[src/ttq_pkg.sv]
`default_nettype none
package ttq_pkg;

    localparam int SLOT_COUNT_DEF = 16;
    localparam int MAX_RESULTS    = 16;

    typedef enum logic [1:0] {
        MODE_TICK     = 2'd0,
        MODE_ONESHOT  = 2'd1,
        MODE_PERIODIC = 2'd2,
        MODE_REMOVE   = 2'd3
    } t_mode;

    typedef enum logic [2:0] {
        ST_SCHEDULED = 3'd0,
        ST_FULL      = 3'd1,
        ST_REMOVED   = 3'd2,
        ST_UNLISTED  = 3'd3,
        ST_BAD       = 3'd4,
        ST_FIRED     = 3'd5,
        ST_NONE      = 3'd6
    } t_status;

    typedef enum logic {
        CFG_MIN_DELAY = 1'b0,
        CFG_LOOKAHEAD = 1'b1
    } t_cfg_idx;

    typedef struct packed {
        logic [1:0]  mode;
        logic [31:0] delay_ticks;
        logic [15:0] task_tag;
        logic [15:0] task_argument;
        logic [3:0]  slot_handle;
    } t_in_item;

    typedef struct packed {
        logic [2:0]  status;
        logic [3:0]  slot;
        logic [15:0] fired_tag;
        logic [15:0] fired_argument;
        logic [31:0] due_time;
        logic        last;
    } t_out_item;

    typedef struct packed {
        logic        start;
        logic [31:0] dividend;
        logic [31:0] divisor;
    } t_div_req;

    typedef struct packed {
        logic        busy;
        logic        done;
        logic [31:0] quotient;
    } t_div_rsp;

    typedef enum logic [4:0] {
        S_IDLE,
        S_DECODE,
        S_SCHED_DIV,
        S_SCHED_WR,
        S_INS_START,
        S_INS_RD,
        S_INS_CMP,
        S_INS_LINK,
        S_REM_RD,
        S_REM_CMP,
        S_REM_DONE,
        S_TICK_RD,
        S_TICK_CHK,
        S_TICK_DIV,
        S_TICK_NEXT,
        S_OUT
    } t_state;

endpackage
`default_nettype wire

[src/ttq_ram.sv]
`default_nettype none
module ttq_ram #(
    parameter int WIDTH = 32,
    parameter int DEPTH = 16
) (
    input  wire                      i_clk,
    input  wire                      i_we,
    input  wire  [$clog2(DEPTH)-1:0] i_waddr,
    input  wire  [WIDTH-1:0]         i_wdata,
    input  wire  [$clog2(DEPTH)-1:0] i_raddr,
    output logic [WIDTH-1:0]         o_rdata
);
    logic [WIDTH-1:0] r_mem [DEPTH];

    always_ff @(posedge i_clk) begin
        if (i_we) begin
            r_mem[i_waddr] <= i_wdata;
        end
        o_rdata <= r_mem[i_raddr];
    end
endmodule
`default_nettype wire

[src/ttq_div.sv]
`default_nettype none
module ttq_div (
    input  wire                 i_clk,
    input  wire                 i_rst_n,
    input  ttq_pkg::t_div_req   i_req,
    output ttq_pkg::t_div_rsp   o_rsp
);
    logic [31:0] r_quo;
    logic [31:0] r_rem;
    logic [31:0] r_den;
    logic [5:0]  r_cnt;
    logic        r_busy;
    logic        r_done;
    logic [32:0] w_trial;

    assign w_trial = {r_rem, r_quo[31]} - {1'b0, r_den};

    always_ff @(posedge i_clk) begin
        if (!i_rst_n) begin
            r_busy <= 1'b0;
            r_done <= 1'b0;
            r_cnt  <= '0;
        end else begin
            r_done <= 1'b0;
            if (i_req.start) begin
                r_busy <= 1'b1;
                r_cnt  <= 6'd32;
                r_quo  <= i_req.dividend;
                r_rem  <= '0;
                r_den  <= i_req.divisor;
            end else if (r_busy) begin
                if (!w_trial[32]) begin
                    r_rem <= w_trial[31:0];
                    r_quo <= {r_quo[30:0], 1'b1};
                end else begin
                    r_rem <= {r_rem[30:0], r_quo[31]};
                    r_quo <= {r_quo[30:0], 1'b0};
                end
                r_cnt <= r_cnt - 6'd1;
                if (r_cnt == 6'd1) begin
                    r_busy <= 1'b0;
                    r_done <= 1'b1;
                end
            end
        end
    end

    assign o_rsp.busy     = r_busy;
    assign o_rsp.done     = r_done;
    assign o_rsp.quotient = r_quo;
endmodule
`default_nettype wire

[src/timed_task_queue.sv]
// Channel  Direction  Handshake                 Payload
// in       input      i_in_valid / o_in_ready   ttq_pkg::t_in_item
// out      output     o_out_valid / i_out_ready ttq_pkg::t_out_item
// cfg      input      i_cfg_valid / o_cfg_ready index, data
//
// One item at a time. A schedule and a remove each walk the list entry by
// entry; a periodic schedule or re-arm also waits for the serial divider. A
// tick fires its tasks one by one and, for each periodic one, divides and
// inserts it again.
// Reset clears now, head, count and used bits. A stalled output
// holds the sequencer; results leave through one output register.
`default_nettype none
module timed_task_queue #(
    parameter int SLOT_COUNT = ttq_pkg::SLOT_COUNT_DEF
) (
    input  wire                 i_clk,
    input  wire                 i_rst_n,
    input  wire                 i_in_valid,
    output logic                o_in_ready,
    input  ttq_pkg::t_in_item   i_in_item,
    output logic                o_out_valid,
    input  wire                 i_out_ready,
    output ttq_pkg::t_out_item  o_out_item,
    input  wire                 i_cfg_valid,
    output logic                o_cfg_ready,
    input  wire                 i_cfg_index,
    input  wire  [15:0]         i_cfg_data
);
    localparam int SW = $clog2(SLOT_COUNT);
    localparam int LW = SW + 1;
    localparam logic [LW-1:0] NIL = LW'(SLOT_COUNT);
    localparam int MW = ttq_pkg::MAX_RESULTS;

    ttq_pkg::t_state r_state, n_state;
    ttq_pkg::t_in_item r_in;
    logic [31:0] r_now;
    logic [15:0] r_min_delay;
    logic [7:0]  r_lookahead;
    logic [LW-1:0] r_head;
    logic [LW-1:0] r_count;
    logic [SLOT_COUNT-1:0] r_used;
    logic [SLOT_COUNT-1:0] r_fired;
    logic [SW-1:0] r_slot;
    logic [31:0] r_due;
    logic [31:0] r_per;
    logic [LW-1:0] r_prev;
    logic [LW-1:0] r_cur;
    logic [4:0] r_nres;
    logic r_ret_tick;
    logic r_out_valid;
    ttq_pkg::t_out_item r_out;
    ttq_pkg::t_out_item r_obuf;
    logic out_load;

    logic due_we, per_we, tag_we, arg_we, lnk_we;
    logic [SW-1:0] due_wa, lnk_wa, rd_a;
    logic [31:0] due_wd, per_wd;
    logic [LW-1:0] lnk_wd;
    logic [31:0] due_rd, per_rd;
    logic [15:0] tag_rd, arg_rd;
    logic [LW-1:0] lnk_rd;

    ttq_pkg::t_div_req div_req;
    ttq_pkg::t_div_rsp div_rsp;

    ttq_ram #(.WIDTH(32), .DEPTH(SLOT_COUNT)) u_due (
        .i_clk(i_clk), .i_we(due_we), .i_waddr(due_wa), .i_wdata(due_wd),
        .i_raddr(rd_a), .o_rdata(due_rd));
    ttq_ram #(.WIDTH(32), .DEPTH(SLOT_COUNT)) u_per (
        .i_clk(i_clk), .i_we(per_we), .i_waddr(r_slot), .i_wdata(per_wd),
        .i_raddr(rd_a), .o_rdata(per_rd));
    ttq_ram #(.WIDTH(16), .DEPTH(SLOT_COUNT)) u_tag (
        .i_clk(i_clk), .i_we(tag_we), .i_waddr(r_slot), .i_wdata(r_in.task_tag),
        .i_raddr(rd_a), .o_rdata(tag_rd));
    ttq_ram #(.WIDTH(16), .DEPTH(SLOT_COUNT)) u_arg (
        .i_clk(i_clk), .i_we(arg_we), .i_waddr(r_slot),
        .i_wdata(r_in.task_argument), .i_raddr(rd_a), .o_rdata(arg_rd));
    ttq_ram #(.WIDTH(LW), .DEPTH(SLOT_COUNT)) u_lnk (
        .i_clk(i_clk), .i_we(lnk_we), .i_waddr(lnk_wa), .i_wdata(lnk_wd),
        .i_raddr(rd_a), .o_rdata(lnk_rd));

    ttq_div u_div (.i_clk(i_clk), .i_rst_n(i_rst_n), .i_req(div_req), .o_rsp(div_rsp));

    logic [31:0] eff_delay;
    logic [SW-1:0] free_slot;
    logic free_found;
    logic [31:0] window;
    logic [31:0] quo_inc;
    logic [31:0] prod;

    always_comb begin
        eff_delay = (r_in.delay_ticks < {16'd0, r_min_delay}) ?
                    {16'd0, r_min_delay} : r_in.delay_ticks;
        free_found = 1'b0;
        free_slot  = '0;
        for (int i = SLOT_COUNT - 1; i >= 0; i--) begin
            if (!r_used[i]) begin
                free_found = 1'b1;
                free_slot  = SW'(i);
            end
        end
        window  = r_now + {24'd0, r_lookahead};
        quo_inc = div_rsp.quotient + 32'd1;
        prod    = quo_inc * r_per;
    end

    logic [31:0] n_now, n_due, n_per;
    logic [LW-1:0] n_head, n_count, n_prev, n_cur;
    logic [SLOT_COUNT-1:0] n_used, n_fired;
    logic [SW-1:0] n_slot;
    logic [4:0] n_nres;
    logic n_ret_tick, n_out_valid;
    ttq_pkg::t_out_item n_out;

    always_comb begin
        n_state = r_state; n_now = r_now; n_due = r_due; n_per = r_per;
        n_head = r_head; n_count = r_count; n_prev = r_prev; n_cur = r_cur;
        n_used = r_used; n_fired = r_fired; n_slot = r_slot; n_nres = r_nres;
        n_ret_tick = r_ret_tick; n_out = r_out;
        n_out_valid = r_out_valid && !i_out_ready;
        out_load = 1'b0;
        due_we = 1'b0; per_we = 1'b0; tag_we = 1'b0; arg_we = 1'b0; lnk_we = 1'b0;
        due_wa = r_slot; due_wd = r_due; per_wd = r_per;
        lnk_wa = r_slot; lnk_wd = NIL; rd_a = r_cur[SW-1:0];
        div_req = '0;
        o_in_ready = (r_state == ttq_pkg::S_IDLE);
        case (r_state)
            ttq_pkg::S_IDLE: begin
                if (i_in_valid) begin
                    n_state = ttq_pkg::S_DECODE;
                end
            end
            ttq_pkg::S_DECODE: begin
                n_out = '0;
                case (ttq_pkg::t_mode'(r_in.mode))
                    ttq_pkg::MODE_TICK: begin
                        n_now = r_now + 32'd1;
                        n_fired = '0; n_nres = '0;
                        n_cur = r_head;
                        n_state = ttq_pkg::S_TICK_RD;
                    end
                    ttq_pkg::MODE_REMOVE: begin
                        n_out.slot = r_in.slot_handle;
                        n_out.last = 1'b1;
                        if (32'(r_in.slot_handle) >= 32'(SLOT_COUNT)) begin
                            n_out.status = ttq_pkg::ST_BAD;
                            n_state = ttq_pkg::S_OUT;
                        end else if (!r_used[r_in.slot_handle[SW-1:0]]) begin
                            n_out.status = ttq_pkg::ST_UNLISTED;
                            n_state = ttq_pkg::S_OUT;
                        end else begin
                            n_slot = r_in.slot_handle[SW-1:0];
                            n_out.status = ttq_pkg::ST_REMOVED;
                            n_prev = NIL; n_cur = r_head;
                            n_state = ttq_pkg::S_REM_RD;
                        end
                    end
                    default: begin
                        n_out.last = 1'b1;
                        n_ret_tick = 1'b0;
                        if (r_count >= LW'(SLOT_COUNT) || !free_found) begin
                            n_out.status = ttq_pkg::ST_FULL;
                            n_state = ttq_pkg::S_OUT;
                        end else begin
                            n_slot = free_slot;
                            n_out.status = ttq_pkg::ST_SCHEDULED;
                            n_out.slot = 4'(free_slot);
                            if (r_in.mode == ttq_pkg::MODE_ONESHOT) begin
                                n_due = r_now + eff_delay; n_per = '0;
                                n_state = ttq_pkg::S_SCHED_WR;
                            end else begin
                                n_per = (eff_delay == 32'd0) ? 32'd1 : eff_delay;
                                div_req.start = 1'b1;
                                div_req.dividend = r_now;
                                div_req.divisor = n_per;
                                n_state = ttq_pkg::S_SCHED_DIV;
                            end
                        end
                    end
                endcase
            end
            ttq_pkg::S_SCHED_DIV: begin
                if (div_rsp.done) begin
                    n_due = prod;
                    n_state = ttq_pkg::S_SCHED_WR;
                end
            end
            ttq_pkg::S_SCHED_WR: begin
                per_we = 1'b1; tag_we = 1'b1; arg_we = 1'b1;
                n_used[r_slot] = 1'b1;
                n_out.due_time = r_due;
                n_state = ttq_pkg::S_INS_START;
            end
            ttq_pkg::S_INS_START: begin
                due_we = 1'b1;
                n_prev = NIL; n_cur = r_head;
                n_state = ttq_pkg::S_INS_RD;
            end
            ttq_pkg::S_INS_RD: begin
                if (r_cur == NIL) begin
                    n_state = ttq_pkg::S_INS_LINK;
                end else begin
                    n_state = ttq_pkg::S_INS_CMP;
                end
            end
            ttq_pkg::S_INS_CMP: begin
                if ((r_prev == NIL) ? (r_due <= due_rd) : (r_due <= due_rd)) begin
                    n_state = ttq_pkg::S_INS_LINK;
                end else begin
                    n_prev = r_cur; n_cur = lnk_rd;
                    n_state = ttq_pkg::S_INS_RD;
                end
            end
            ttq_pkg::S_INS_LINK: begin
                lnk_we = 1'b1; lnk_wa = r_slot; lnk_wd = r_cur;
                n_count = r_count + LW'(1);
                if (r_prev == NIL) begin
                    n_head = {1'b0, r_slot};
                    n_state = r_ret_tick ? ttq_pkg::S_TICK_NEXT : ttq_pkg::S_OUT;
                end else begin
                    n_state = ttq_pkg::S_REM_DONE;
                end
            end
            ttq_pkg::S_REM_DONE: begin
                lnk_we = 1'b1;
                lnk_wa = r_prev[SW-1:0];
                lnk_wd = r_ret_tick || r_in.mode != ttq_pkg::MODE_REMOVE ?
                         {1'b0, r_slot} : r_cur;
                n_state = r_ret_tick ? ttq_pkg::S_TICK_NEXT : ttq_pkg::S_OUT;
            end
            ttq_pkg::S_REM_RD: begin
                if (r_cur == NIL) begin
                    n_used[r_slot] = 1'b0;
                    n_state = ttq_pkg::S_OUT;
                end else begin
                    n_state = ttq_pkg::S_REM_CMP;
                end
            end
            ttq_pkg::S_REM_CMP: begin
                if (r_cur == {1'b0, r_slot}) begin
                    n_out.due_time = due_rd;
                    n_used[r_slot] = 1'b0;
                    n_count = r_count - LW'(1);
                    if (r_prev == NIL) begin
                        n_head = lnk_rd;
                        n_state = ttq_pkg::S_OUT;
                    end else begin
                        n_cur = lnk_rd;
                        n_state = ttq_pkg::S_REM_DONE;
                    end
                end else begin
                    n_prev = r_cur; n_cur = lnk_rd;
                    n_state = ttq_pkg::S_REM_RD;
                end
            end
            ttq_pkg::S_TICK_RD: begin
                if (r_cur == NIL || r_nres == 5'(MW) || r_fired[r_cur[SW-1:0]]) begin
                    if (r_nres == '0) begin
                        n_out = '0;
                        n_out.status = ttq_pkg::ST_NONE;
                        n_out.due_time = r_now;
                        n_out.last = 1'b1;
                        n_state = ttq_pkg::S_OUT;
                    end else begin
                        n_out.last = 1'b1;
                        n_state = ttq_pkg::S_OUT;
                    end
                end else begin
                    n_state = ttq_pkg::S_TICK_CHK;
                end
            end
            ttq_pkg::S_TICK_CHK: begin
                if (due_rd > window) begin
                    n_out.last = 1'b1;
                    n_state = (r_nres == '0) ? ttq_pkg::S_TICK_RD : ttq_pkg::S_OUT;
                    if (r_nres == '0) begin
                        n_cur = NIL;
                    end
                end else if (!r_out_valid || i_out_ready) begin
                    if (r_nres != '0) begin
                        n_out_valid = 1'b1;
                        out_load = 1'b1;
                    end
                    n_out = '0;
                    n_out.status = ttq_pkg::ST_FIRED;
                    n_out.slot = 4'(r_cur[SW-1:0]);
                    n_out.fired_tag = tag_rd;
                    n_out.fired_argument = arg_rd;
                    n_out.due_time = due_rd;
                    n_slot = r_cur[SW-1:0];
                    n_fired[r_cur[SW-1:0]] = 1'b1;
                    n_nres = r_nres + 5'd1;
                    n_head = lnk_rd;
                    n_count = r_count - LW'(1);
                    n_ret_tick = 1'b1;
                    if (per_rd != '0) begin
                        n_per = per_rd;
                        div_req.start = 1'b1;
                        div_req.dividend = due_rd;
                        div_req.divisor = per_rd;
                        n_state = ttq_pkg::S_TICK_DIV;
                    end else begin
                        n_used[r_cur[SW-1:0]] = 1'b0;
                        n_state = ttq_pkg::S_TICK_NEXT;
                    end
                end
            end
            ttq_pkg::S_TICK_DIV: begin
                if (div_rsp.done) begin
                    n_due = prod;
                    n_state = ttq_pkg::S_INS_START;
                end
            end
            ttq_pkg::S_TICK_NEXT: begin
                n_cur = r_head;
                n_state = ttq_pkg::S_TICK_RD;
            end
            ttq_pkg::S_OUT: begin
                if (!r_out_valid || i_out_ready) begin
                    n_out_valid = 1'b1;
                    out_load = 1'b1;
                    n_ret_tick = 1'b0;
                    n_state = ttq_pkg::S_IDLE;
                end
            end
            default: n_state = ttq_pkg::S_IDLE;
        endcase
    end

    always_ff @(posedge i_clk) begin
        if (!i_rst_n) begin
            r_state <= ttq_pkg::S_IDLE;
        end else begin
            r_state <= n_state;
        end
    end

    always_ff @(posedge i_clk) begin
        if (!i_rst_n) begin
            r_now <= '0; r_head <= NIL; r_count <= '0; r_used <= '0;
            r_out_valid <= 1'b0; r_min_delay <= 16'd2; r_lookahead <= 8'd2;
            r_ret_tick <= 1'b0; r_nres <= '0; r_fired <= '0;
        end else begin
            r_now <= n_now; r_head <= n_head; r_count <= n_count; r_used <= n_used;
            r_out_valid <= n_out_valid; r_ret_tick <= n_ret_tick;
            r_nres <= n_nres; r_fired <= n_fired;
            if (i_cfg_valid) begin
                if (ttq_pkg::t_cfg_idx'(i_cfg_index) == ttq_pkg::CFG_MIN_DELAY) begin
                    r_min_delay <= i_cfg_data;
                end else begin
                    r_lookahead <= i_cfg_data[7:0];
                end
            end
        end
    end

    always_ff @(posedge i_clk) begin
        if (o_in_ready && i_in_valid) begin
            r_in <= i_in_item;
        end
        r_due <= n_due; r_per <= n_per; r_prev <= n_prev; r_cur <= n_cur;
        r_slot <= n_slot;
        r_out <= n_out;
        if (out_load) begin
            r_obuf <= r_out;
        end
    end

    assign o_out_valid = r_out_valid;
    assign o_out_item  = r_obuf;
    assign o_cfg_ready = 1'b1;

    assert property (@(posedge i_clk) disable iff (!i_rst_n)
        r_count <= LW'(SLOT_COUNT)) else $error("task count overflow");
    assert property (@(posedge i_clk) disable iff (!i_rst_n)
        (r_state == ttq_pkg::S_OUT) |-> !div_rsp.busy) else $error("divider busy at output");
    assert property (@(posedge i_clk) disable iff (!i_rst_n)
        $rose(o_out_valid) && o_out_item.last |-> r_state == ttq_pkg::S_IDLE)
        else $error("final item before idle");
endmodule
`default_nettype wire

[config.mk]
export PLATFORM = sky130hd
export DESIGN_NAME = timed_task_queue
export DESIGN_NICKNAME = d
export VERILOG_FILES = /design/src/ttq_pkg.sv /design/src/ttq_ram.sv /design/src/ttq_div.sv /design/src/timed_task_queue.sv
export SDC_FILE = /design/constraint.sdc
export NUM_CORES = 2
export LEC_CHECK = 0
export ABC_CLOCK_PERIOD_IN_PS = 9910
export BUFFER_PORTS_ARGS = -buffer_cell sky130_fd_sc_hd__buf_2
export CAP_MARGIN = 20
export CORE_UTILIZATION = 39
export DETAILED_ROUTE_END_ITERATION = 7
export SYNTH_ARGS = -nofsm -noshare
export SYNTH_HDL_FRONTEND = slang
export SYNTH_SLANG_ARGS = --single-unit
[constraint.sdc]
create_clock -name i_clk -period 9.91 [get_ports i_clk]
set_input_delay 1.4865 -clock i_clk [delete_from_list [all_inputs] [get_ports i_clk]]
set_output_delay 1.4865 -clock i_clk [all_outputs]
set_load 0.01 [all_outputs]
==> out/results.tsv <==
stage	metric	value	unit
timing	Worst-Margin Slew	1.16	ns
setup_path	CP peak stage delay	0.57	ns
timing	setup TNS	0	ns
global_route	met1 usage	0.297	
placement	IO buf count	165	
setup_path	cell mode on critical path	fa_1	
route	Via density	5.57	
route	DR DRC count	0	
global_route	vias in the first global route	61500	
setup_path	crit path kind	reg2reg	
placement	dpl hpwl	190	mm
timing	Slew Limit Fails	0	
logic_synthesis	YS warnings	0	
route	Final ANT Viol Nets	0	
route	Starting DRT DRC Count	6307	
setup_path	Worst Path Arrival	9.75	ns
placement	Setup WS pre-CTS	0.974	ns
placement	GPL Wtd Cong	0.983	
global_route	Global Route met3 Usage	0.0327	
timing	f_max	109	MHz
global_route	met2 Use GR	0.343	
clock_tree	post-cts sizing count	0	
route	final wirelength	294	mm
setup_path	Setup crit start kind	flop	
global_route	initial antenna violation count	20	
status	status	complete, no violations	
timing	Setup Skew	0.119	ns
clock_tree	clk sinks	2222	
global_route	Remaining Overflow, GRT	0	
clock_tree	Max clock buf depth	4	
route	drt first pass iters	6	
clock_tree	clk slew on worst S/H paths	0.06	ns
global_route	grt peak-use layer	met2	
die	Die H	523	um
finish	layout cells sized above 1	0.181	
die	# rows	190	
setup_path	CP required	10.50	ns
die	Top Ports	167	
timing	post-route worst setup slack	0.756	ns
timing	Setup-failing EPs final	0	
logic_synthesis	Post-Syn Nets	7617	
logic_synthesis	FFs w/ async S/R, synth	0	
logic_synthesis	register bit count reported by yosys	2222	
setup_path	Worst setup EP type	flop	
finish	# fillers	23400	
timing	RSZ-0062 raised after global routing	false	
global_route	Total GRT Usage	0.215	
flow_run	Max Cap Viol	0	
timing	Hold Fails Final Rpt	0	
finish	multi-input logic area	38300	um^2
logic_synthesis	post-synthesis sequential area ratio	0.610	
route	via count	60300	
timing	Final min period	9.15	ns
global_route	first-pass GRT wire length	428	mm
setup_path	CP Max Fanout	5	
global_route	pin count of the biggest net entering global routing	137	
die	initial core utilization	0.394	
clock_tree	Hold Buf Count CTS	0	
finish	register area	64500	um^2
setup_path	Crit-path slowest cell	fa_1	
clock_tree	clk root buf	clkbuf_16	
die	Die Wd	523	um
die	die area	274000	um^2
clock_tree	CTS tree	built	
finish	# nets final	7854	
clock_tree	H-Tree Depth	4	
placement	placed insts	10400	
die	Placeable Area	269000	um^2
clock_tree	Post-CTS Setup Bufs	0	
route	routed len/inst	27.2	um
logic_synthesis	EDFF count, synth	2004	
logic_synthesis	mean post-synth cell area	15.5	um^2
finish	Area Overhead vs Synth	13.0	%
clock_tree	TritonCTS Buffers	231	
finish	fin cells	10800	
logic_synthesis	cell area after synthesis	106000	um^2
logic_synthesis	Synth cell types	79	
timing	Max transition margin	0.202	
logic_synthesis	main flop type after synthesis	edfxtp_1	
clock_tree	insertion delay to the later sink of the worst-skew pair	0.92	ns
logic_synthesis	synthesized instance count	6827	
min_path	HP Class	reg2reg	
timing	Final period util	0.924	
worst max-delay path, delay by kind of cell, from the launching register on:
kind | cells | cell delay [ns]
flip-flops | 1 | 0.41
AND/OR/NAND/NOR | 5 | 1.41
AO/OA/AOI/OAI | 8 | 1.66
multiplexers | 1 | 0.15
buffers and inverters | 4 | 0.24
XOR/XNOR | 1 | 0.53
adder cells (fa/ha/maj) | 10 | 4.50
cell usage after synthesis (all sizes together) (6+ instances only):
library cell / n / area (um^2)
edfxtp: 2004 / 60200
nand2: 514 / 1930
clkbuf: 293 / 1100
inv: 556 / 2090
and3: 16 / 100
nor4: 28 / 175
o21ai: 191 / 956
or2: 6 / 37.5
ha: 286 / 3580
a22oi: 44 / 330
and4: 7 / 61.3
a21boi: 8 / 60.1
mux4: 514 / 11600
nor2b: 75 / 469
a222oi: 32 / 320
o21a: 23 / 173
nand4: 63 / 409
and2: 316 / 1980
buf: 47 / 191
a211oi: 17 / 128
a31oi: 34 / 213
a21o: 75 / 563
o21bai: 31 / 233
or3: 24 / 155
nor3: 55 / 280
a21oi: 183 / 927
o211ai: 9 / 67.6
xnor2: 155 / 1380
mux2i: 29 / 290
fa: 412 / 8250
nand3: 92 / 460
nor2: 236 / 886
dfxtp: 218 / 4360
nand2b: 44 / 275
xor2: 72 / 631
o41ai: 7 / 68.8
a22o: 36 / 315
o31ai: 14 / 105
final cells by class:
type | instances | area share
timing repair buffer | 344 | 0.0195
sequential | 2222 | 0.540
tap | 3552 | 0.0372
multi-input combinational | 3707 | 0.320
inverter | 558 | 0.0175
clock buffer | 297 | 0.0530
antenna | 13 | 0.000272
clock inverter | 132 | 0.0127
metal layers:
metal	wire [um]	vias to the layer above
met5	31	-
li1	-	25800
met1	124000	31700
met4	12400	4
met3	19900	479
met2	138000	2344
state kept, by name, summed over array words and instances (netlist names), 70 cells and up:
name,cells
u_due.r_mem,512
u_per.r_mem,512
u_arg.r_mem,256
u_tag.r_mem,256
u_lnk.r_mem,80
o_out_item,72
r_out,72
r_in,70
placed cells by master, fill, tap and decap left out, types with 40 or more instances in the layout:
cell type	n
inv_1	556
nand2_1	512
clkinv_2	49
edfxtp_1	2004
a22oi_1	44
ha_1	286
nand4_1	62
nor3_1	40
a21o_1	75
dfxtp_1	218
nand3_1	92
a21oi_1	181
mux4_2	514
clkbuf_16	233
xnor2_1	147
nor2b_1	74
buf_2	165
xor2_1	69
nand2b_1	44
fa_1	412
and2_1	313
o21ai_0	188
buf_4	167
nor2_1	210
stage by stage:
step,utilization,cell area [um^2],hold slack (ns)
global route,0.445,120000,0.421
global placement,0.415,112000,0.403
CTS,0.444,119000,0.420
detailed placement,0.415,112000,0.405
floorplan,-,106000,0.400
finish,0.445,120000,0.420
logic make-up after synthesis:
kind of cell,synth area share
AO/OA/AOI/OAI,0.0457
buffers and inverters,0.0320
other,0.0000354
multiplexers,0.113
adder cells (fa/ha/maj),0.112
XOR/XNOR,0.0192
AND/OR/NAND/NOR,0.0690
flip-flops,0.610
worst paths after layout:
check	start	end	slack, ns	depth (start not counted)
worst min-delay path	r_out[57]$_DFFE_PP_	o_out_item[57]$_DFFE_PP_	0.42	0
worst min register to register	r_out[57]$_DFFE_PP_	o_out_item[57]$_DFFE_PP_	0.42	0
worst max register to register	u_div.r_quo[1]$_DFFE_PP_	due_wd[30]$_DFFE_PP_	0.76	29
worst max-delay path	u_div.r_quo[1]$_DFFE_PP_	due_wd[30]$_DFFE_PP_	0.76	29
Power is left out: the tool's default activity adds up to more than one toggle a clock period on the data nets, which glitch-free logic cannot reach.
